File: config.mk
export PLATFORM = sky130hd
export DESIGN_NAME = tat_front_flat
export DESIGN_NICKNAME = d
export VERILOG_FILES = /design/src/design/tat_pkg.sv /design/src/design/tat_if.sv /design/src/design/tat_front.sv /design/src/flat_wrapper.sv
export SDC_FILE = /design/constraint.sdc
export NUM_CORES = 1
export LEC_CHECK = 0
export CELL_PAD_IN_SITES_DETAIL_PLACEMENT = 0
export CELL_PAD_IN_SITES_GLOBAL_PLACEMENT = 1
export CORE_MARGIN = 1
export CORE_UTILIZATION = 34
export CTS_CLUSTER_DIAMETER = 40
export DETAILED_ROUTE_END_ITERATION = 10
export DONT_BUFFER_PORTS = 1
export GPL_ROUTABILITY_DRIVEN = 1
export PLACE_DENSITY_LB_ADDON = 0.1
export SKIP_LAST_GASP = 1
export SLEW_MARGIN = 40
export SYNTH_ARGS = -nofsm -noshare
export SYNTH_HDL_FRONTEND = slang
export SYNTH_SLANG_ARGS = --single-unit
export TNS_END_PERCENT = 100
File: constraint.sdc
create_clock -name clk_i -period 5.75 [get_ports clk_i]
set_clock_uncertainty 0.2 [all_clocks]
set_input_delay 0 -clock clk_i [delete_from_list [all_inputs] [get_ports clk_i]]
set_output_delay 0 -clock clk_i [all_outputs]
set_load 0.005 [all_outputs]
File: src/design/tat_pkg.sv
// Shared types, constants and helpers for the thermistor temperature block.
`timescale 1ns / 1ps
`default_nettype none

package tat_pkg;

  localparam int unsigned SAMPLES_DEF = 16;

  // Configuration register indexes
  typedef enum logic [1:0] {
    REG_BETA = 2'd0,
    REG_UNIT = 2'd1,
    REG_HOT  = 2'd2,
    REG_COLD = 2'd3
  } reg_idx_e;

  // Unit codes (anything else reads as Kelvin)
  localparam logic [1:0] UNIT_C = 2'd0;
  localparam logic [1:0] UNIT_F = 2'd1;

  localparam int unsigned CFG_W = 14;

  typedef struct packed {
    logic [13:0]       beta;
    logic [1:0]        unit;
    logic signed [7:0] hot;
    logic signed [7:0] cold;
  } cfg_t;

  // ln 2 in Q30, split for two narrow multiplies
  localparam logic [29:0] LN2_Q30 = 30'd744261118;
  localparam logic [14:0] LN2_LO  = LN2_Q30[14:0];
  localparam logic [14:0] LN2_HI  = LN2_Q30[29:15];

  localparam logic [14:0]        T_REF_X100 = 15'd29815;     // 298.15 * 100
  localparam logic signed [15:0] T_REF_S    = 16'sd29815;
  localparam logic [22:0]        BETA_SCALE = 23'd6553600;   // 100 * 2^16
  localparam logic signed [42:0] C0_Q16     = 43'sd17901158; // 273.15 in Q16
  localparam logic signed [47:0] F_OFF_Q16  = 48'sd2097152;  // 32 in Q16
  localparam logic [40:0]        K_CLAMP    = 41'h100_0000_0000;

  // Iterative divider widths
  localparam int unsigned DVD_W = 62;
  localparam int unsigned DVS_W = 40;

  // Position of the top set bit of a nonzero 16-bit value
  function automatic logic [3:0] msb16(input logic [15:0] x);
    logic [3:0] pos;
    pos = 4'd0;
    for (int i = 0; i < 16; i++) begin
      if (x[i]) begin
        pos = 4'(i);
      end
    end
    return pos;
  endfunction

endpackage

`default_nettype wire

File: src/design/tat_if.sv
// Valid/ready channel interfaces for ADC samples and temperature results.
`timescale 1ns / 1ps
`default_nettype none

interface tat_in_if;
  logic        valid;
  logic        ready;
  logic [15:0] adc_sample;

  modport source (output valid, output adc_sample, input ready);
  modport sink (input valid, input adc_sample, output ready);
endinterface


`default_nettype wire

File: src/design/tat_front.sv
// Front end: accumulates samples and pushes each finished window sum.
`timescale 1ns / 1ps
`default_nettype none

module tat_front
  import tat_pkg::*;
#(
  parameter int unsigned SAMPLES_PER_AVERAGE = SAMPLES_DEF,
  parameter int unsigned CNT_W = $clog2(SAMPLES_PER_AVERAGE),
  parameter int unsigned SUM_W = 16 + CNT_W
) (
  input  wire logic    clk_i,
  input  wire logic    rst_ni,
  tat_in_if.sink       sample_i,
  input  wire logic    q_full_i,
  output logic         push_o,
  output logic [SUM_W-1:0] push_data_o
);

  logic [CNT_W-1:0] count_q, count_d;
  logic [SUM_W-1:0] sum_q, sum_d;
  logic             last;
  logic             accept;
  logic [SUM_W-1:0] sum_new;

  assign last           = (count_q == CNT_W'(SAMPLES_PER_AVERAGE - 1));
  assign sample_i.ready = !last || !q_full_i;
  assign accept         = sample_i.valid && sample_i.ready;
  assign sum_new        = sum_q + SUM_W'(sample_i.adc_sample);
  assign push_o         = accept && last;
  assign push_data_o    = sum_new;

  always_comb begin
    count_d = count_q;
    sum_d   = sum_q;
    if (accept) begin
      if (last) begin
        count_d = '0;
        sum_d   = '0;
      end else begin
        count_d = count_q + 1'b1;
        sum_d   = sum_new;
      end
    end
  end

  always_ff @(posedge clk_i or negedge rst_ni) begin
    if (!rst_ni) begin
      count_q <= '0;
      sum_q   <= '0;
    end else begin
      count_q <= count_d;
      sum_q   <= sum_d;
    end
  end

endmodule

`default_nettype wire

File: src/flat_wrapper.sv
// flat-port wrapper written by rule: the top's interface ports become plain ports
module tat_front_flat import tat_pkg::*;
#(
  parameter int unsigned SAMPLES_PER_AVERAGE = SAMPLES_DEF,
  parameter int unsigned CNT_W = $clog2(SAMPLES_PER_AVERAGE),
  parameter int unsigned SUM_W = 16 + CNT_W
)
  (clk_i, rst_ni, q_full_i, push_o, push_data_o, sample_i_valid, sample_i_adc_sample, sample_i_ready);
  tat_in_if sample_i_i ();
  input  wire logic clk_i;
  input  wire logic rst_ni;
  input  wire logic q_full_i;
  output logic push_o;
  output logic [SUM_W-1:0] push_data_o;
  input wire logic [$bits(sample_i_i.valid)-1:0] sample_i_valid;
  input wire logic [$bits(sample_i_i.adc_sample)-1:0] sample_i_adc_sample;
  output wire logic [$bits(sample_i_i.ready)-1:0] sample_i_ready;
  assign sample_i_i.valid = sample_i_valid;
  assign sample_i_i.adc_sample = sample_i_adc_sample;
  assign sample_i_ready = sample_i_i.ready;
  tat_front #(.SAMPLES_PER_AVERAGE(SAMPLES_PER_AVERAGE), .CNT_W(CNT_W), .SUM_W(SUM_W)) u_core (.clk_i(clk_i), .rst_ni(rst_ni), .sample_i(sample_i_i), .q_full_i(q_full_i), .push_o(push_o), .push_data_o(push_data_o));
endmodule
==> results of run 1 <==
==> cells in the mapped netlist (5+ instances only) <==
cell and count:
dfrtp_1 24, nand2_1 19, ha_1 17, a21oi_1 15, a22o_1 15, xnor2_1 14
o21ai_0 10, nand3_1 5, nor2_1 5, xor2_1 5
==> cells by family after synthesis <==
family | count (synthesis) | share of synthesized area, %
DFF | 24 | 32.8
buffers and inverters | 10 | 2.93
adders and majority gates | 18 | 12.7
xor gates and xnor gates | 19 | 9.08
AOI/OAI and AO/OA | 76 | 30.5
and+or+nand+nor | 45 | 12.0
==> flip-flops by register name, summed over array words and instances, names as in the netlist <==
register and cells:
u_core.count_q 4, u_core.sum_q 20
==> final timing paths <==
check | startpoint | to | slack [ps] | cells past startpoint
worst max-delay path | u_core.sum_q[0] | push_data_o[18] | 2870 | 8
worst min-delay path | rst_ni | u_core.sum_q[0] | 40 | 3
worst max register to register | u_core.sum_q[0] | u_core.sum_q[18] | 3080 | 8
worst min register to register | u_core.sum_q[12] | u_core.sum_q[12] | 310 | 1
max in group asynchronous | rst_ni | u_core.sum_q[15] | 5160 | 3
min in group clk_i | sample_i_valid | u_core.count_q[1] | 60 | 3
==> through the flow <==
stage	hold WS [ps]	setup WS [ps]	std cells	power (mW)
2_1_floorplan	-496	3340	192	0.899
3_3_place_gp	-495	3130	255	1.03
3_5_place_dp	-495	3130	255	1.03
4_1_cts	19.2	2860	267	1.20
5_1_grt	39.8	2640	267	1.31
6_report	42.0	2870	267	1.19
==> layout make-up <==
type,count,area [um^2]
clock inverter,1,30.0
multi-input combinational,158,1180
timing repair buffer,8,100
clock buffer,3,41.3
tap,70,87.6
sequential,24,601
inverter,3,11.3
fill,546,3090
==> tightest hold or removal path, cell delays in order <==
cell and delay [ps]:
dlygate4sd3_1 580, buf_12 110, buf_12 170
==> per-layer routing <==
metal / GRT usage (%) / share of wire [%] / routed length (um) / up-vias
met5: 0 / 0 / 0 / -
li1: - / - / - / 738
met4: 5.56 / 1.2 / 50 / 0
met3: 2.91 / 5.9 / 252 / 6
met1: 22.6 / 47 / 2000 / 746
met2: 25.1 / 46 / 1930 / 47
==> power groups by stage <==
stage	clock (mW)	sequential (mW)	combinational, mW
after floorplan	0	0.300	0.599
after global placement	0	0.312	0.714
after detailed placement	0	0.315	0.712
after CTS	0.160	0.312	0.728
after global routing	0.166	0.325	0.819
final	0.151	0.311	0.724
==> impl_metrics.sql, run 1 <==
INSERT INTO impl_metrics (metric_group, metric, value, unit) VALUES
('layout', 'flow.area_growth_from_synthesis', '11.9', '%'),
('critical_path', 'max_fo_critical_path', '4', ''),
('job', 'drv.max_cap_violation_count', '0', ''),
('route', 'detail_route.wirelength', '4.24', 'mm'),
('place', 'numPortBuffers', '0', ''),
('synthesis', 'post_syn_instances', '192', ''),
('grt', 'maximum_number_of_pins_on_one_net_before_global_route_repair', '25', ''),
('critical_path', 'worst_path_dominant_cell_family', 'compound AO/OA/AOI/OAI gates', ''),
('critical_path', 'critical_path.cell_chain', 'ha_1 > fa_1 > a211oi_1 > o21bai_1 > and3_1 > o21bai_1 > a21oi_1 > xor2_1', ''),
('pwr', 'powerDensity', '578', 'nW/um^2'),
('clocking', 'cts-resized-gates', '0', ''),
('die', 'die_area', '5690', 'um^2'),
('timing', 'setup_viol_count_final', '0', ''),
('critical_path', 'path_class', 'register to output pin', ''),
('timing', 'worstMarginPinSlew', '513', 'ps'),
('timing', 'tns', '0', 'ps'),
('layout', 'finish.utilization', '39.9', '%'),
('pwr', 'netsw', '0.527', 'mW'),
('layout', 'num_antenna_cells', '0', ''),
('critical_path', 'endpoint_kind', 'output pin', ''),
('pwr', 'vdd_drop_max', '0.000239', 'V'),
('synthesis', 'ys_seq_elements', '24', ''),
('layout', 'finalNetCount', '236', ''),
('run_status', 'status', 'complete, no violations', ''),
('synthesis', 'synth_async_sr_flop_share', '100', '%'),
('synthesis', 'synth_sequential_area_ratio', '32.8', '%'),
('synthesis', 'ys_types', '43', ''),
('critical_path', 'cpPeakStageDelay', '440', 'ps'),
('synthesis', 'synth.net_count', '230', ''),
('place', 'postPlaceCellArea', '1880', 'um^2'),
('grt', 'grt_pass1_vias', '1470', ''),
('pwr', 'p_sw_share', '44.4', '%'),
('synthesis', 'number_of_enable_flip_flop_cells_after_synthesis', '0', ''),
('timing', 'final.min_clock_period', '2880', 'ps'),
('pwr', 'leakage', '0.912', 'nW'),
('pwr', 'power_share_of_the_combinational_group', '61.1', '%'),
('synthesis', 'synth.area.top_cells', 'dfrtp_1 (33%), ha_1 (12%), a22o_1 (7.2%), xnor2_1 (6.7%), a21oi_1 (4.1%)', ''),
('route', 'drt_iter0_markers', '73', ''),
('place', 'hpwl', '3.13', 'mm'),
('synthesis', 'synth.top_cell.area_share', '32.8', '%'),
('clocking', 'insertion_delay', '270', 'ps'),
('route', 'via_count', '1537', ''),
('critical_path', 'crit_path_frequent_cell', 'o21bai_1', ''),
('route', 'ant_nets', '0', ''),
('synthesis', 'syn-mean-instance-area', '9.55', 'um^2'),
('route', 'route.detailed.drc', '0', ''),
('critical_path', 'critical_path.n_buffers_inverters', '0', ''),
('grt', 'wire_length_of_the_first_global_routing_pass', '6.96', 'mm'),
('critical_path', 'cp.arrival', '2680', 'ps'),
('timing', 'pins_over_slew_limit', '0', ''),
('timing', 'max_slew_margin', '65.7', '%'),
('layout', 'most_common_library_cell_in_the_layout_ignoring_fill_and_taps', 'dfrtp_1', ''),
('place', 'gp_congestion', '0.830', ''),
('synthesis', 'yosys_most_used_dff', 'dfrtp_1', ''),
('pwr', 'seq_power_share', '26.2', '%'),
('clocking', 'cts.htree.levels', '1', ''),
('die', 'ios', '42', ''),
('grt', 'gr-total-overflow', '0', ''),
('die', 'die_height', '75.4', 'um'),
('pwr', 'power.share.clock', '12.7', '%'),
('grt', 'grt_antenna_before_repair', '0', ''),
('synthesis', 'synth-warning-count', '0', ''),
('layout', 'post_route_cells_drive_above_1_share', '6.09', '%'),
('clocking', 'cts.path.max_buffers', '2', ''),
('clocking', 'cts_root_buffer', 'clkbuf_8', ''),
('clocking', 'cts_inserted_buffers', '3', ''),
('clocking', 'clock_sink_count', '24', ''),
('route', 'detail_route.wl_per_cell', '15.9', 'um'),
('grt', 'global_route.usage.total', '16.1', '%'),
('clocking', 'clk_pin_slew_worst_paths', '90', 'ps'),
('die', 'initial_standard_cell_utilization_of_the_core', '35.7', '%');
Power figures use the tool's default switching activity.
==> inputs of run 2 (changes only) <==
Settings changed: ABC_AREA set to 1.
Clock period 5.75 ns to 2.6 ns, I/O delays scaled along.
==> impl_metrics.sql, run 2 <==
INSERT INTO impl_metrics (metric_group, metric, value, unit) VALUES
('pwr', 'power_share_of_the_combinational_group', '64.7', '%'),
('synthesis', 'ys_seq_elements', '24', ''),
('clocking', 'cts.htree.levels', '1', ''),
('die', 'std_cell_rows', '28', ''),
('grt', 'maximum_number_of_pins_on_one_net_before_global_route_repair', '25', ''),
('clocking', 'insertion_delay', '280', 'ps'),
('layout', 'layout.cells.non_filler', '423', ''),
('route', 'drt_iter0_markers', '66', ''),
('timing', 'worst_slack', '174', 'ps'),
('layout', 'most_common_library_cell_in_the_layout_ignoring_fill_and_taps', 'nand2_1', ''),
('layout', 'num_antenna_cells', '0', ''),
('hold_path', 'hp-class', 'input port to register', ''),
('grt', 'grt_antenna_before_repair', '0', ''),
('die', 'initial_standard_cell_utilization_of_the_core', '36.0', '%'),
('place', 'gp_congestion', '0.815', ''),
('clocking', 'cts_tree', 'done', ''),
('synthesis', 'synth.area.top_cells', 'dfrtp_1 (28%), nand2_1 (20%), ha_1 (9.8%), inv_1 (6.6%), nand3_1 (5.1%)', ''),
('critical_path', 'path_class', 'register to register', ''),
('clocking', 'cts_root_buffer', 'clkbuf_8', ''),
('timing', 'timing.final.crit_share', '93.3', '%'),
('critical_path', 'cp.arrival', '2400', 'ps'),
('place', 'numPortBuffers', '0', ''),
('critical_path', 'max_fo_critical_path', '5', ''),
('timing', 'worstMarginPinSlew', '361', 'ps'),
('timing', 'pins_over_slew_limit', '0', ''),
('layout', 'top_regs', 'u_core.sum_q (20), u_core.count_q (4)', ''),
('job', 'drv.max_cap_violation_count', '0', ''),
('layout', 'flow.area_growth_from_synthesis', '16.9', '%'),
('layout', 'most_flop_heavy_register', 'u_core.sum_q', ''),
('layout', 'finalNetCount', '387', ''),
('pwr', 'netsw', '1.47', 'mW'),
('route', 'detail_route.wl_per_cell', '13.2', 'um'),
('grt', 'wire_length_of_the_first_global_routing_pass', '9.40', 'mm'),
('run_status', 'status', 'complete, no violations', ''),
('pwr', 'vdd_drop_max', '0.000391', 'V'),
('clocking', 'cts_inserted_buffers', '3', ''),
('synthesis', 'synth.top_cell.area_share', '27.7', '%'),
('layout', 'mostFrequentLayoutCells', 'nand2_1 (116), inv_1 (38), nor2_1 (25)', ''),
('synthesis', 'post-synth-top-area-cell', 'dfrtp_1', ''),
('place', 'placement.setup.worst_slack', '492', 'ps'),
('grt', 'gr-total-overflow', '0', ''),
('synthesis', 'most_frequent_cells_after_synthesis', 'nand2_1 (117), inv_1 (38), nor2_1 (25)', ''),
('synthesis', 'ys_types', '28', ''),
('synthesis', 'synth-warning-count', '0', ''),
('place', 'hpwl', '4.42', 'mm'),
('synthesis', 'synth_most_common_cell', 'nand2_1', ''),
('clocking', 'cts.path.max_buffers', '2', ''),
('synthesis', 'syn_area', '2170', 'um^2'),
('grt', 'grt_pass1_vias', '1963', ''),
('die', 'placeableCoreArea', '6030', 'um^2'),
('pwr', 'powerDensity', '1160', 'nW/um^2'),
('synthesis', 'synth_sequential_area_ratio', '27.7', '%'),
('clocking', 'cts_post_setup_buffers_inserted', '0', ''),
('synthesis', 'synth.net_count', '365', ''),
('timing', 'final.min_clock_period', '2430', 'ps'),
('layout', 'max_reg_flops', '20', ''),
('clocking', 'clock_sink_count', '24', ''),
('route', 'via_count', '2022', ''),
('place', 'dp_cells', '401', ''),
('timing', 'setup_viol_count_final', '0', ''),
('critical_path', 'worst_ep_required_time', '2570', 'ps'),
('die', 'floorplan.die.width', '81.9', 'um'),
('route', 'route.detailed.drc', '0', ''),
('route', 'avgViaCountPerCell', '4.78', ''),
('die', 'die_height', '81.9', 'um'),
('synthesis', 'syn-mean-instance-area', '6.64', 'um^2'),
('route', 'drt_pre_antenna_iters', '4', ''),
('timing', 'rsz_0062_raised_after_global_routing', 'false', ''),
('timing', 'hold_violations', '0', ''),
('pwr', 'leakage', '1.36', 'nW'),
('die', 'ios', '42', ''),
('die', 'die_area', '6710', 'um^2'),
('timing', 'max_slew_margin', '75.9', '%'),
('timing', 'tns', '0', 'ps'),
('pwr', 'cell_internal_pwr', '1.48', 'mW'),
('synthesis', 'synth_async_sr_flop_share', '100', '%'),
('grt', 'global_route.usage.total', '18.9', '%'),
('synthesis', 'post_syn_instances', '327', ''),
('synthesis', 'yosys_most_used_dff', 'dfrtp_1', ''),
('critical_path', 'worst_setup_path_start_kind', 'register', ''),
('synthesis', 'number_of_enable_flip_flop_cells_after_synthesis', '0', ''),
('pwr', 'p_sw_share', '49.8', '%'),
('pwr', 'seq_power_share', '23.2', '%'),
('pwr', 'post-layout-total-power', '2.95', 'mW'),
('timing', 'fmax', '412', 'MHz'),
('pwr', 'power.share.clock', '12.1', '%'),
('layout', 'post_route_cells_drive_above_1_share', '10.9', '%'),
('critical_path', 'endpoint_kind', 'register', ''),
('route', 'ant_nets', '0', ''),
('clocking', 'clk_pin_slew_worst_paths', '100', 'ps'),
('route', 'detail_route.wirelength', '5.59', 'mm');
==> run 2: cells by family after synthesis <==
family / count (synthesis) / synth area share (%)
simple gates: 202 / 41.9
buf+inv: 48 / 8.47
compound gates: 26 / 7.49
flops: 24 / 27.7
fa+ha+maj: 18 / 10.7
xor+xnor: 8 / 3.23
mux: 1 / 0.519
==> run 2: per-layer routing <==
| layer | wire (um) | GRT usage (%) |
|---|---|---|
| met3 | 250 | 2.78 |
| met4 | 57 | 4.74 |
| met2 | 2250 | 28.0 |
| met5 | 0 | 0 |
| met1 | 3030 | 28.0 |
==> run 2: per-stage QoR <==
stage | hold WS, ps | util [%] | instance area (um^2)
after detailed placement | -495 | 37.6 | 2260
after global routing | 19.1 | 42.1 | 2540
after CTS | 0.330 | 41.9 | 2530
after floorplan | -496 | - | 2170
final | 5.67 | 42.1 | 2540
after global placement | -495 | 37.6 | 2260
==> run 2: critical path, stage by stage (launching register included) <==
cell and delay, ps:
dfrtp_1 400, ha_1 360, nand2_1 140, nand3_2 130
nand2_1 100, nand2_2 90, xnor2_1 260, o21ai_1 80
dlygate4sd3_1 560
==> run 2: final timing paths <==
check,cells after the start,startpoint,to,slack (ps)
min reg2reg,2,u_core.sum_q[8],u_core.sum_q[8],300
min,3,sample_i_adc_sample[6],u_core.sum_q[6],6
max in group asynchronous,3,rst_ni,u_core.sum_q[9],2020
max,8,u_core.sum_q[2],u_core.sum_q[7],170
min in group asynchronous,3,rst_ni,u_core.sum_q[19],20
max reg2reg,8,u_core.sum_q[2],u_core.sum_q[7],170
==> run 2: cell type report <==
class                   instances  area [um^2]
multi-input cells             255         1390
flip-flops and latches         24          601
repair buffers                 20          215
clock buffers                   3         41.3
fillers                       669         3490
inverters                      45          169
well taps                      75         93.8
clock inverters                 1         30.0
==> run 2: timing repair <==
action | 4_1_cts | 5_1_grt
hold buffers | 17 | 1
resized for setup | 0 | 1
endpoints found under the hold margin | 42 | 10
setup endpoints to repair | 0 | 1
==> run 2: power by group through the flow <==
| stage | clock [mW] | sequential [mW] | combinational (mW) |
|---|---|---|---|
| 3_5_place_dp | 0 | 0.692 | 1.87 |
| 3_3_place_gp | 0 | 0.692 | 1.86 |
| 4_1_cts | 0.373 | 0.686 | 1.93 |
| 2_1_floorplan | 0 | 0.656 | 1.51 |
| 5_1_grt | 0.386 | 0.720 | 2.22 |
| 6_report | 0.356 | 0.685 | 1.91 |
