**config.mk**
```make
export PLATFORM = sky130hd
export DESIGN_NAME = tat_fifo
export DESIGN_NICKNAME = d
export VERILOG_FILES = /design/src/design/tat_pkg.sv /design/src/design/tat_fifo.sv
export SDC_FILE = /design/constraint.sdc
export NUM_CORES = 1
export LEC_CHECK = 0
export BUFFER_PORTS_ARGS = -buffer_cell sky130_fd_sc_hd__buf_2
export CORE_AREA = 2 2 62 64
export DETAILED_ROUTE_END_ITERATION = 12
export DIE_AREA = 0 0 64 66
export PLACE_DENSITY = 0.75
export SLEW_MARGIN = 10
export SYNTH_ARGS = -nofsm -noshare
export SYNTH_HDL_FRONTEND = slang
export SYNTH_SLANG_ARGS = --single-unit
```
**constraint.sdc**
```tcl
create_clock -name clk_i -period 2.4 [get_ports clk_i]
set_clock_uncertainty 0.15 [all_clocks]
set_input_delay 0.12 -clock clk_i [delete_from_list [all_inputs] [get_ports clk_i]]
set_output_delay 0.12 -clock clk_i [all_outputs]
set_load 0.03 [all_outputs]
```
**src/design/tat_pkg.sv**
```systemverilog
// Shared types, constants and helpers for the thermistor temperature block.
`timescale 1ns / 1ps
`default_nettype none

package tat_pkg;

  localparam int unsigned SAMPLES_DEF = 16;

  // Configuration register indexes
  typedef enum logic [1:0] {
    REG_BETA = 2'd0,
    REG_UNIT = 2'd1,
    REG_HOT  = 2'd2,
    REG_COLD = 2'd3
  } reg_idx_e;

  // Unit codes (anything else reads as Kelvin)
  localparam logic [1:0] UNIT_C = 2'd0;
  localparam logic [1:0] UNIT_F = 2'd1;

  localparam int unsigned CFG_W = 14;

  typedef struct packed {
    logic [13:0]       beta;
    logic [1:0]        unit;
    logic signed [7:0] hot;
    logic signed [7:0] cold;
  } cfg_t;

  // ln 2 in Q30, split for two narrow multiplies
  localparam logic [29:0] LN2_Q30 = 30'd744261118;
  localparam logic [14:0] LN2_LO  = LN2_Q30[14:0];
  localparam logic [14:0] LN2_HI  = LN2_Q30[29:15];

  localparam logic [14:0]        T_REF_X100 = 15'd29815;     // 298.15 * 100
  localparam logic signed [15:0] T_REF_S    = 16'sd29815;
  localparam logic [22:0]        BETA_SCALE = 23'd6553600;   // 100 * 2^16
  localparam logic signed [42:0] C0_Q16     = 43'sd17901158; // 273.15 in Q16
  localparam logic signed [47:0] F_OFF_Q16  = 48'sd2097152;  // 32 in Q16
  localparam logic [40:0]        K_CLAMP    = 41'h100_0000_0000;

  // Iterative divider widths
  localparam int unsigned DVD_W = 62;
  localparam int unsigned DVS_W = 40;

  // Position of the top set bit of a nonzero 16-bit value
  function automatic logic [3:0] msb16(input logic [15:0] x);
    logic [3:0] pos;
    pos = 4'd0;
    for (int i = 0; i < 16; i++) begin
      if (x[i]) begin
        pos = 4'(i);
      end
    end
    return pos;
  endfunction

endpackage

`default_nettype wire

```
**src/design/tat_fifo.sv**
```systemverilog
// Two-entry queue of window sums between front and back end.
`timescale 1ns / 1ps
`default_nettype none

module tat_fifo
  import tat_pkg::*;
#(
  parameter int unsigned SUM_W = 20
) (
  input  wire logic             clk_i,
  input  wire logic             rst_ni,
  input  wire logic             push_i,
  input  wire logic [SUM_W-1:0] push_data_i,
  output logic                  full_o,
  input  wire logic             pop_i,
  output logic                  empty_o,
  output logic [SUM_W-1:0]      data_o
);

  logic [SUM_W-1:0] mem_q [2];
  logic             wr_ptr_q, rd_ptr_q;
  logic [1:0]       cnt_q;

  assign full_o  = (cnt_q == 2'd2);
  assign empty_o = (cnt_q == 2'd0);
  assign data_o  = mem_q[rd_ptr_q];

  always_ff @(posedge clk_i) begin
    if (push_i) begin
      mem_q[wr_ptr_q] <= push_data_i;
    end
  end

  always_ff @(posedge clk_i or negedge rst_ni) begin
    if (!rst_ni) begin
      wr_ptr_q <= 1'b0;
      rd_ptr_q <= 1'b0;
      cnt_q    <= 2'd0;
    end else begin
      if (push_i) begin
        wr_ptr_q <= !wr_ptr_q;
      end
      if (pop_i) begin
        rd_ptr_q <= !rd_ptr_q;
      end
      cnt_q <= cnt_q + {1'b0, push_i} - {1'b0, pop_i};
    end
  end

  a_no_overflow: assert property (@(posedge clk_i) disable iff (!rst_ni)
    push_i |-> (!full_o || pop_i))
    else $error("queue overflow");

  a_no_underflow: assert property (@(posedge clk_i) disable iff (!rst_ni)
    pop_i |-> !empty_o)
    else $error("queue underflow");

endmodule

`default_nettype wire

```
==> results of run 1 <==
==> sequential cells by signal (all words and copies together) (netlist names) <==
signal and flops:
rd_ptr_q 1, mem_q 40, wr_ptr_q 1, cnt_q 2
==> through the flow <==
step                      total power [mW]  hold slack (ns)  area [um2]
after CTS                             2.65            0.343        2330
after floorplan                       1.93           -0.326        1720
final                                 2.62            0.361        2330
after detailed placement              2.19           -0.218        2020
after global placement                2.17           -0.219        2020
after global routing                  2.76            0.337        2330
==> cells in the mapped netlist <==
cell,n
and2_1,1
mux2_4,19
dfrtp_1,4
nor2_1,1
nor2b_1,2
mux2_2,1
edfxtp_1,40
inv_1,2
ha_1,2
xor3_1,1
buf_6,2
xor2_1,2
==> final cells by class <==
cell class              count  area (um2)
clock buffers               6        41.3
clock inverters             2        35.0
fillers                   251        1220
inverters                   2        7.51
multi-input cells          29         388
flip-flops and latches     44        1300
well taps                  48        60.1
repair buffers             72         500
==> metal layers <==
layer / global-route usage [%] / up-vias / part of all wire, %
met4: 2.45 / 0 / 0
met2: 23.3 / 36 / 51
met3: 4.60 / 0 / 7.1
met5: 0 / - / 0
li1: - / 445 / -
met1: 16.9 / 428 / 42
==> worst max path at each step <==
| stage | to | slack (ns) |
|---|---|---|
| after floorplan | mem_q[0][0]$_DFFE_PP_ | 0.54 |
| after global placement | data_o[10] | 0.72 |
| after detailed placement | data_o[6] | 0.69 |
| after CTS | data_o[10] | 0.30 |
| after global routing | data_o[10] | 0.21 |
| final | data_o[10] | 0.33 |
==> timing repair <==
item / CTS / global route
hold buffers: 24 / 0
gates resized for setup: 0 / 0
buffers inserted: 0 / 0
hold endpoints to repair: 47 / 0
==> kinds of logic (layout without fill, tap and decap cells) <==
logic type,Yosys count,after routing,synth area share (%)
adder cells (fa/ha/maj),2,2,1.46
AND/OR/NAND/NOR,4,4,1.31
multiplexers,20,20,17.3
flip-flops,44,44,75.8
XOR/XNOR,3,3,2.41
buffers and inverters,4,82,1.75
==> power breakdown <==
part           switching, mW  total (mW)  internal, mW
Clock                  0.212       0.430         0.219
Combinational          0.588        1.07         0.481
Sequential            0.0980        1.12          1.02
==> summary.md, run 1 <==
| Metric | Value |
|---|---|
| Largest net degree at the start of global routing | 21 |
| Critical Path Slowest Stage Cell | dfrtp_1 |
| Worst setup SP type | flip-flop |
| Max FO, Critical Path | 12 |
| Routed wire per std cell | 13.0 um |
| Count of buffers from port buffering | 45 |
| Placed Cells | 171 |
| CP Depth | 3 |
| CP Capture Type | primary output |
| Vias in the first global route | 929 |
| Power Density | 1120 nW/um2 |
| CP Cell Sequence | buf_12 > mux2_4 > buf_2 |
| Worst Setup SP | rd_ptr_q$_DFFE_PN0P_ |
| Worst-Margin Slew | 0.595 ns |
| Synthesis Warnings | 0 |
| WHS Path Cells | 2 |
| Final Hold Viols | 0 |
| Fmax | 484 MHz |
| Pre-CTS WS | 0.690 ns |
| Commonest cells after routing, fill and taps aside | 45 x buf_2, 40 x edfxtp_1, 24 x dlygate4sd3_1 |
| Clock latency on the worst-skew pair | 0.33 ns |
| Arr. time, crit path | 1.80 ns |
| Capturing point of the worst reg2reg path | cnt_q[1]$_DFF_PN0_ |
| Worst min-delay path endpoint | mem_q[0][13]$_DFFE_PP_ |
| Post-synth top area cell | edfxtp_1 |
| RSZ-0062 raised after global routing | no |
| Remaining DRCs | 0 |
| Synthesized area per cell | 22.3 um2 |
| Max incr delay on CP | 0.74 ns |
| Setup CP Type | flip-flop to primary output |
| Detail Route Antenna Nets | 0 |
| GRT Total Usage | 13.6% |
| Fin Setup TNS | 0 ns |
| Clk sinks | 44 |
| Starting Density | 48.3% |
| Die width | 64 um |
| Fin crit period | 2.07 ns |
| CTS root buffer | clkbuf_4 |
| R2R cell count | 5 |
| Hold Path Class | input port to flip-flop |
| Sequential fraction of the synthesis area | 75.8% |
| R2r startpoint | cnt_q[0]$_DFF_PN0_ |
| Die area | 4220 um2 |
| Final worst slack | 0.333 ns |
| Fin. max-slew vios | 0 |
| Hold path start | push_data_i[13] |
| Top cells by area, synth | edfxtp_1 70%, mux2_4 17%, dfrtp_1 5.8% |
| Top cell type's share of synthesized area | 70.0% |
| Final WL | 2640 um |
| Post-DP HPWL | 1760 um |
| Mapped Area | 1720 um2 |
| Ant diodes | 0 |
| Final GP Congestion | 0.691 |
| Cell Rows | 22 |
| Share of layout cells above drive strength 1 | 49.0% |
| H-tree depth | 2 |
| CORE AREA | 3550 um2 |
| Boundary Pins | 46 |
| Netlist cell types | 12 |
| Die Height | 66 um |
| Iteration-0 DRC count of the detailed router | 10 |
| Initial antenna violation count | 0 |
| Final core utilization | 65.7% |
| R2r setup slk | 0.81 ns |
| CTS tree | done |
| Overflow after GRT | 0 |
| Max Cap Viol | 0 |
| Post-Synthesis Cells | 77 |
| Slew headroom | 60.3% |
| P&R area growth vs syn | 35.9% |
| WP buf/inv | 2 |
| Crit path max-delay family | flip-flops |
| Outcome | finished, final reports clean |
| Nets | 180 |
| Required time of the critical path | 2.13 ns |
| #FFs+latches synth | 44 |
| First-pass GRT wire length | 4220 um |
| Via count | 909 |
| Clock-pin slew on the worst setup and hold paths | 0.12 ns |
| Final std cells w/o fill | 203 |
| Most common cell after layout, fill and taps aside | buf_2 |
| Drt pass-1 iters | 4 |
| Period utilization | 86.1% |
| Synthesized net count | 103 |
| Maximum VDD drop | 0.000819 V |
| Longest Clk Path Bufs | 2 |
| Num CTS Buffers | 5 |
| Final setup viols | 0 |
| P_leak | 0.983 nW |
| DR vias/cell | 4.48 |
Note: power is estimated with default switching activity, not from simulation.
==> run 2, diff against run 1 <==
- CORE_AREA: 2 2 62 64 -> 2 2 69 71
- DIE_AREA: 0 0 64 66 -> 0 0 71 73
- PLACE_DENSITY: 0.75 -> default
- TNS_END_PERCENT: default -> 30
==> run 2 against run 1 <==
Wire length is 9.9% higher. Final cell count is 2.5% higher. Die area is 23% higher. Sequential power hardly changed. Maximum frequency is 1.1% higher.
==> summary.md, run 2 (same netlist as run 1, synthesis figures left out) <==
| Metric | Value |
|---|---|
| Outcome | finished, final reports clean |
| Share of layout cells above drive strength 1 | 50.0% (+0.97 points) |
| Clk sinks | 44 (unchanged) |
| GRT Total Usage | 12.0% (-1.5 points) |
| Slew headroom | 58.1% (-2.2 points) |
| # resized after CTS | 0 (unchanged) |
| Setup CP Type | flip-flop to primary output |
| Final Cell Area | 2370 um2 (+1.4%) |
| Pre-CTS WS | 0.638 ns (-0.0518 ns) |
| Worst-Margin Slew | 0.628 ns (+0.0332 ns) |
| Commonest cells after routing, fill and taps aside | 45 x buf_2, 40 x edfxtp_1, 23 x dlygate4sd3_1 |
| Crit path max-delay family | flip-flops |
| Fill cells | 374 (+49%) |
| Via count | 919 (+1.1%) |
| Power Density | 1160 nW/um2 (+3.0%) |
| Routed wire per std cell | 13.9 um (+7.2%) |
| Starting Density | 37.8% (-10 points) |
| Iteration-0 DRC count of the detailed router | 50 (+40) |
| CP Capture Type | primary output |
| H-tree depth | 2 (unchanged) |
| P&R area growth vs syn | 37.8% |
| CTS tree | done |
| CORE AREA | 4540 um2 (+28%) |
| Clock-pin slew on the worst setup and hold paths | 0.08 ns (-0.04 ns) |
| Detail Route Antenna Nets | 0 (unchanged) |
| Final setup viols | 0 (unchanged) |
| Fin. max-slew vios | 0 (unchanged) |
| Max Cap Viol | 0 (unchanged) |
| DR vias/cell | 4.42 (-1.3%) |
| Fin crit period | 2.05 ns (-0.0217 ns) |
| Most common cell after layout, fill and taps aside | buf_2 |
| Overflow after GRT | 0 (unchanged) |
| Longest Clk Path Bufs | 2 (unchanged) |
| Post-DP HPWL | 1960 um (+11%) |
| Boundary Pins | 46 (unchanged) |
| CP Cell Sequence | buf_12 > mux2_2 > buf_2 |
| Worst setup SP type | flip-flop |
| Hold Path Class | input port to async pin |
| Max incr delay on CP | 0.75 ns (about the same) |
| Fin Setup TNS | 0 ns (unchanged) |
| Die width | 71 um (+11%) |
| Maximum VDD drop | 0.000525 V (-36%) |
| Count of buffers from port buffering | 45 (unchanged) |
| Max reg flops | 40 (unchanged) |
| Drt pass-1 iters | 4 (unchanged) |
| Vias in the first global route | 979 (+5.4%) |
| Dpl cell area | 2020 um2 (+0.37%) |
| P_leak | 0.991 nW (+0.79%) |
| Final core utilization | 52.2% (-14 points) |
| R2r setup slk | 0.85 ns (+0.04 ns) |
| Ant diodes | 0 (unchanged) |
| Initial antenna violation count | 0 (unchanged) |
| Largest net degree at the start of global routing | 21 (unchanged) |
| Arr. time, crit path | 1.78 ns (-0.02 ns) |
| Die area | 5180 um2 (+23%) |
| Final WL | 2900 um (+9.9%) |
| RSZ-0062 raised after global routing | no |
| Critical Path Slowest Stage Cell | dfrtp_1 |
| Cell Rows | 25 (+14%) |
| CTS root buffer | clkbuf_8 |
| Nets | 179 (-0.56%) |
| Period utilization | 85.2% (-0.90 points) |
| Num CTS Buffers | 5 (unchanged) |
| Most flop-heavy register | mem_q |
| Final Hold Viols | 0 (unchanged) |
| Required time of the critical path | 2.13 ns (about the same) |
| First-pass GRT wire length | 4490 um (+6.2%) |
| Remaining DRCs | 0 (unchanged) |
| Max FO, Critical Path | 11 (-1) |
| Final worst slack | 0.354 ns (+0.0217 ns) |
| WP buf/inv | 2 (unchanged) |
| Die Height | 73 um (+11%) |
| Fmax | 489 MHz (+1.1%) |
| Largest registers | mem_q: 40 flops, cnt_q: 2 flops |
| Total power | 2.74 mW (+4.5%) |
| Final GP Congestion | 0.646 (-6.5%) |
| Clock latency on the worst-skew pair | 0.28 ns (-0.05 ns) |
==> run 2: where the power goes <==
group / switching (mW) / leakage (nW) / internal [mW] / total, mW
Clock: 0.238 / 0.0541 / 0.308 / 0.546
Sequential: 0.103 / 0.422 / 1.03 / 1.13
Combinational: 0.586 / 0.514 / 0.480 / 1.07
==> run 2: worst paths after layout <==
path,from,to,depth (start not counted)
worst max-delay path,rd_ptr_q$_DFFE_PN0P_,data_o[19],3
worst min-delay path,rst_ni,cnt_q[0]$_DFF_PN0_,2
worst max register to register,wr_ptr_q$_DFFE_PN0P_,mem_q[0][17]$_DFFE_PP_,2
worst min register to register,wr_ptr_q$_DFFE_PN0P_,wr_ptr_q$_DFFE_PN0P_,1
max in group asynchronous,rst_ni,rd_ptr_q$_DFFE_PN0P_,2
min in group clk_i,wr_ptr_q$_DFFE_PN0P_,wr_ptr_q$_DFFE_PN0P_,1
==> run 2: layout make-up <==
class | instances | area, um2 | area share, %
inverters | 2 | 7.51 | 0.317
clock inverters | 3 | 42.5 | 1.80
clock buffers | 5 | 68.8 | 2.91
multi-input cells | 29 | 388 | 16.4
well taps | 54 | 67.6 | 2.86
repair buffers | 71 | 490 | 20.7
flip-flops and latches | 44 | 1300 | 55.0
==> run 2: stage by stage <==
step	hold slack [ns]	instances
2_1_floorplan	-0.326	77
3_3_place_gp	-0.216	177
3_5_place_dp	-0.216	177
4_1_cts	0.00929	208
5_1_grt	0.0332	208
6_report	0.0110	208
==> run 2: timing repair <==
action                                  in CTS  in global routing
buffers inserted                             0                  0
endpoints found under the setup margin       0                  0
hold endpoints to repair                    47                  0
hold buffers                                23                  0
==> run 2: layer usage <==
layer  vias to the layer above  global-route usage (%)  wire [um]
met2                        34                    20.7       1480
met4                         0                    3.77         13
met3                         2                    4.83        183
met5                         -                       0          0
met1                       438                    13.8       1220
li1                        445                       -          -
==> run 2: worst reg2reg max path: cells and delay by family (launching register included) <==
kind | cells | cell delay (ns)
and+or+nand+nor | 1 | 0.38
DFF | 1 | 0.41
buffers and inverters | 1 | 0.31
==> run 3, diff against run 2 <==
- CAP_MARGIN: default -> 20
- CORE_AREA: 2 2 69 71 -> 2 2 62 79
- DIE_AREA: 0 0 71 73 -> 0 0 64 81
==> run 3 against run 2 <==
Die area about the same. Setup slack improved by 0.37 ns. Critical path depth is the same. Non-clock buffer count is 1 higher. Count of clock-buffer cells in the layout unchanged. Wire length down 3.7%. Core utilization up 0.63 points. Final cell count increased by 2.9%.
==> summary.md, run 3 (same netlist as run 1, synthesis figures left out) <==
| Metric | Value |
|---|---|
| Post-CTS setup buffers | 0 (unchanged) |
| Vias in the first global route | 1003 (+2.5%) |
| Fin Setup TNS | 0 ns (unchanged) |
| Initial antenna violation count | 0 (unchanged) |
| Critical Path Slowest Stage Cell | dfrtp_1 |
| Largest registers | mem_q: 40 flops, cnt_q: 2 flops |
| CP Capture Type | primary output |
| CORE AREA | 4520 um2 (-0.36%) |
| Final WL | 2790 um (-3.7%) |
| Final setup viols | 0 (unchanged) |
| Max Cap Viol | 0 (unchanged) |
| Die area | 5180 um2 (about the same) |
| Fill cells | 358 (-4.3%) |
| CP Cell Sequence | buf_4 > mux2_4 > buf_2 |
| Fin. max-slew vios | 0 (unchanged) |
| Period utilization | 69.8% (-15 points) |
| Hold Path Class | input port to async pin |
| Final GP Congestion | 0.598 (-7.4%) |
| Clock-pin slew on the worst setup and hold paths | 0.07 ns (about the same) |
| Count of buffers from port buffering | 45 (unchanged) |
| Max incr delay on CP | 0.35 ns (-0.40 ns) |
| Power Density | 1180 nW/um2 (+1.7%) |
| CTS tree | done |
| Drt pass-1 iters | 2 (-2) |
| Routed wire per std cell | 13.1 um (-6.4%) |
| Worst-Margin Slew | 0.245 ns (-0.383 ns) |
| WP buf/inv | 2 (unchanged) |
| Max FO, Critical Path | 12 (+1) |
| GRT Total Usage | 11.8% (-0.26 points) |
| CTS root buffer | clkbuf_8 |
| Final core utilization | 52.8% (+0.63 points) |
| Iteration-0 DRC count of the detailed router | 21 (-58%) |
| Commonest cells after routing, fill and taps aside | 45 x buf_2, 40 x edfxtp_1, 23 x dlygate4sd3_1 |
| Die width | 64 um (-9.9%) |
| Detail Route Antenna Nets | 0 (unchanged) |
| Required time of the critical path | 2.13 ns (about the same) |
| Clock latency on the worst-skew pair | 0.28 ns (about the same) |
| Share of layout cells above drive strength 1 | 50.0% (unchanged) |
| Longest Clk Path Bufs | 2 (unchanged) |
| Cell Rows | 28 (+12%) |
| Max reg flops | 40 (unchanged) |
| Via count | 932 (+1.4%) |
| Outcome | finished, final reports clean |
| First-pass GRT wire length | 4410 um (-1.7%) |
| Largest net degree at the start of global routing | 18 (-14%) |
| Remaining DRCs | 0 (unchanged) |
| Overflow after GRT | 0 (unchanged) |
| DR vias/cell | 4.36 (-1.4%) |
| Boundary Pins | 46 (unchanged) |
| Die Height | 81 um (+11%) |
| P&R area growth vs syn | 39.0% |
| Final Hold Viols | 0 (unchanged) |
| Arr. time, crit path | 1.40 ns (-0.38 ns) |
| Most flop-heavy register | mem_q |
| Maximum VDD drop | 0.000595 V (+13%) |
| Worst setup SP type | flip-flop |
| Num CTS Buffers | 5 (unchanged) |
| Post-DP HPWL | 1860 um (-5.4%) |
| Slew headroom | 83.7% (+26 points) |
| Fin crit period | 1.67 ns (-0.371 ns) |
| RSZ-0062 raised after global routing | no |
| Starting Density | 38.0% (+0.14 points) |
| P_leak | 1.00 nW (+1.0%) |
| Clk sinks | 44 (unchanged) |
| Ant diodes | 0 (unchanged) |
| Setup CP Type | flip-flop to primary output |
| Fmax | 597 MHz (+22%) |
| Most common cell after layout, fill and taps aside | buf_2 |
| H-tree depth | 2 (unchanged) |
| Crit path max-delay family | buffers and inverters |
| Nets | 180 (+0.56%) |
## run 3: cell types whose count changed in the layout (fill, tap and decap cells not counted)
cell        previous run  this run
bufinv_16              1         2
buf_12                 1         0
buf_4                  2         4
clkinvlp_4             1         0
clkinv_2               1         0
## run 3: power breakdown
part	internal, mW	total, mW	switching (mW)	leakage (nW)
clock	0.409	0.632	0.223	0.0642
combinational	0.468	1.10	0.628	0.515
sequential	1.03	1.08	0.0567	0.422
total	1.90	2.81	0.908	1.00
## run 3: layout make-up
type | instances | area (um2) | area share [%]
Tap cell | 60 | 75.1 | 3.15
Clock buffer | 5 | 68.8 | 2.88
Sequential cell | 44 | 1300 | 54.5
Inverter | 2 | 7.51 | 0.315
Multi-Input combinational cell | 29 | 388 | 16.3
Clock inverter | 2 | 60.1 | 2.52
Timing Repair Buffer | 72 | 485 | 20.3
## run 3: timing repair
action	in CTS	in global routing
hold buffers	23	0
resized for setup	0	0
hold endpoints to repair	47	0
## run 3: worst paths after layout
path	from	depth (start not counted)	slack, ns	to
setup / recovery	rd_ptr_q$_DFFE_PN0P_	3	0.73	data_o[13]
hold / removal	rst_ni	2	0.01	wr_ptr_q$_DFFE_PN0P_
setup reg to reg	cnt_q[0]$_DFF_PN0_	5	0.88	cnt_q[1]$_DFF_PN0_
hold reg to reg	wr_ptr_q$_DFFE_PN0P_	1	0.37	wr_ptr_q$_DFFE_PN0P_
max in group asynchronous	rst_ni	2	1.96	cnt_q[0]$_DFF_PN0_
min in group clk_i	wr_ptr_q$_DFFE_PN0P_	1	0.37	wr_ptr_q$_DFFE_PN0P_
## run 3: stage by stage
stage                     cell area [um2]  total power, mW  setup slack (ns)  cells  hold slack, ns
after CTS                            2390             2.85             0.699    214        0.000154
after floorplan                      1720             1.93             0.536     77          -0.326
after global routing                 2390             2.95             0.673    214          0.0116
after global placement               2030             2.16             0.913    184          -0.221
after detailed placement             2030             2.19             0.871    184          -0.216
final                                2390             2.81             0.725    214          0.0124
## run 3: metal layers
| layer | global-route usage [%] | routed length (um) | vias to the layer above | part of all wire (%) |
|---|---|---|---|---|
| met1 | 11.4 | 1000 | 447 | 36 |
| li1 | - | - | 446 | - |
| met5 | 0 | 0 | - | 0 |
| met3 | 4.16 | 167 | 6 | 6.0 |
| met4 | 6.52 | 58 | 0 | 2.1 |
| met2 | 21.6 | 1560 | 33 | 56 |
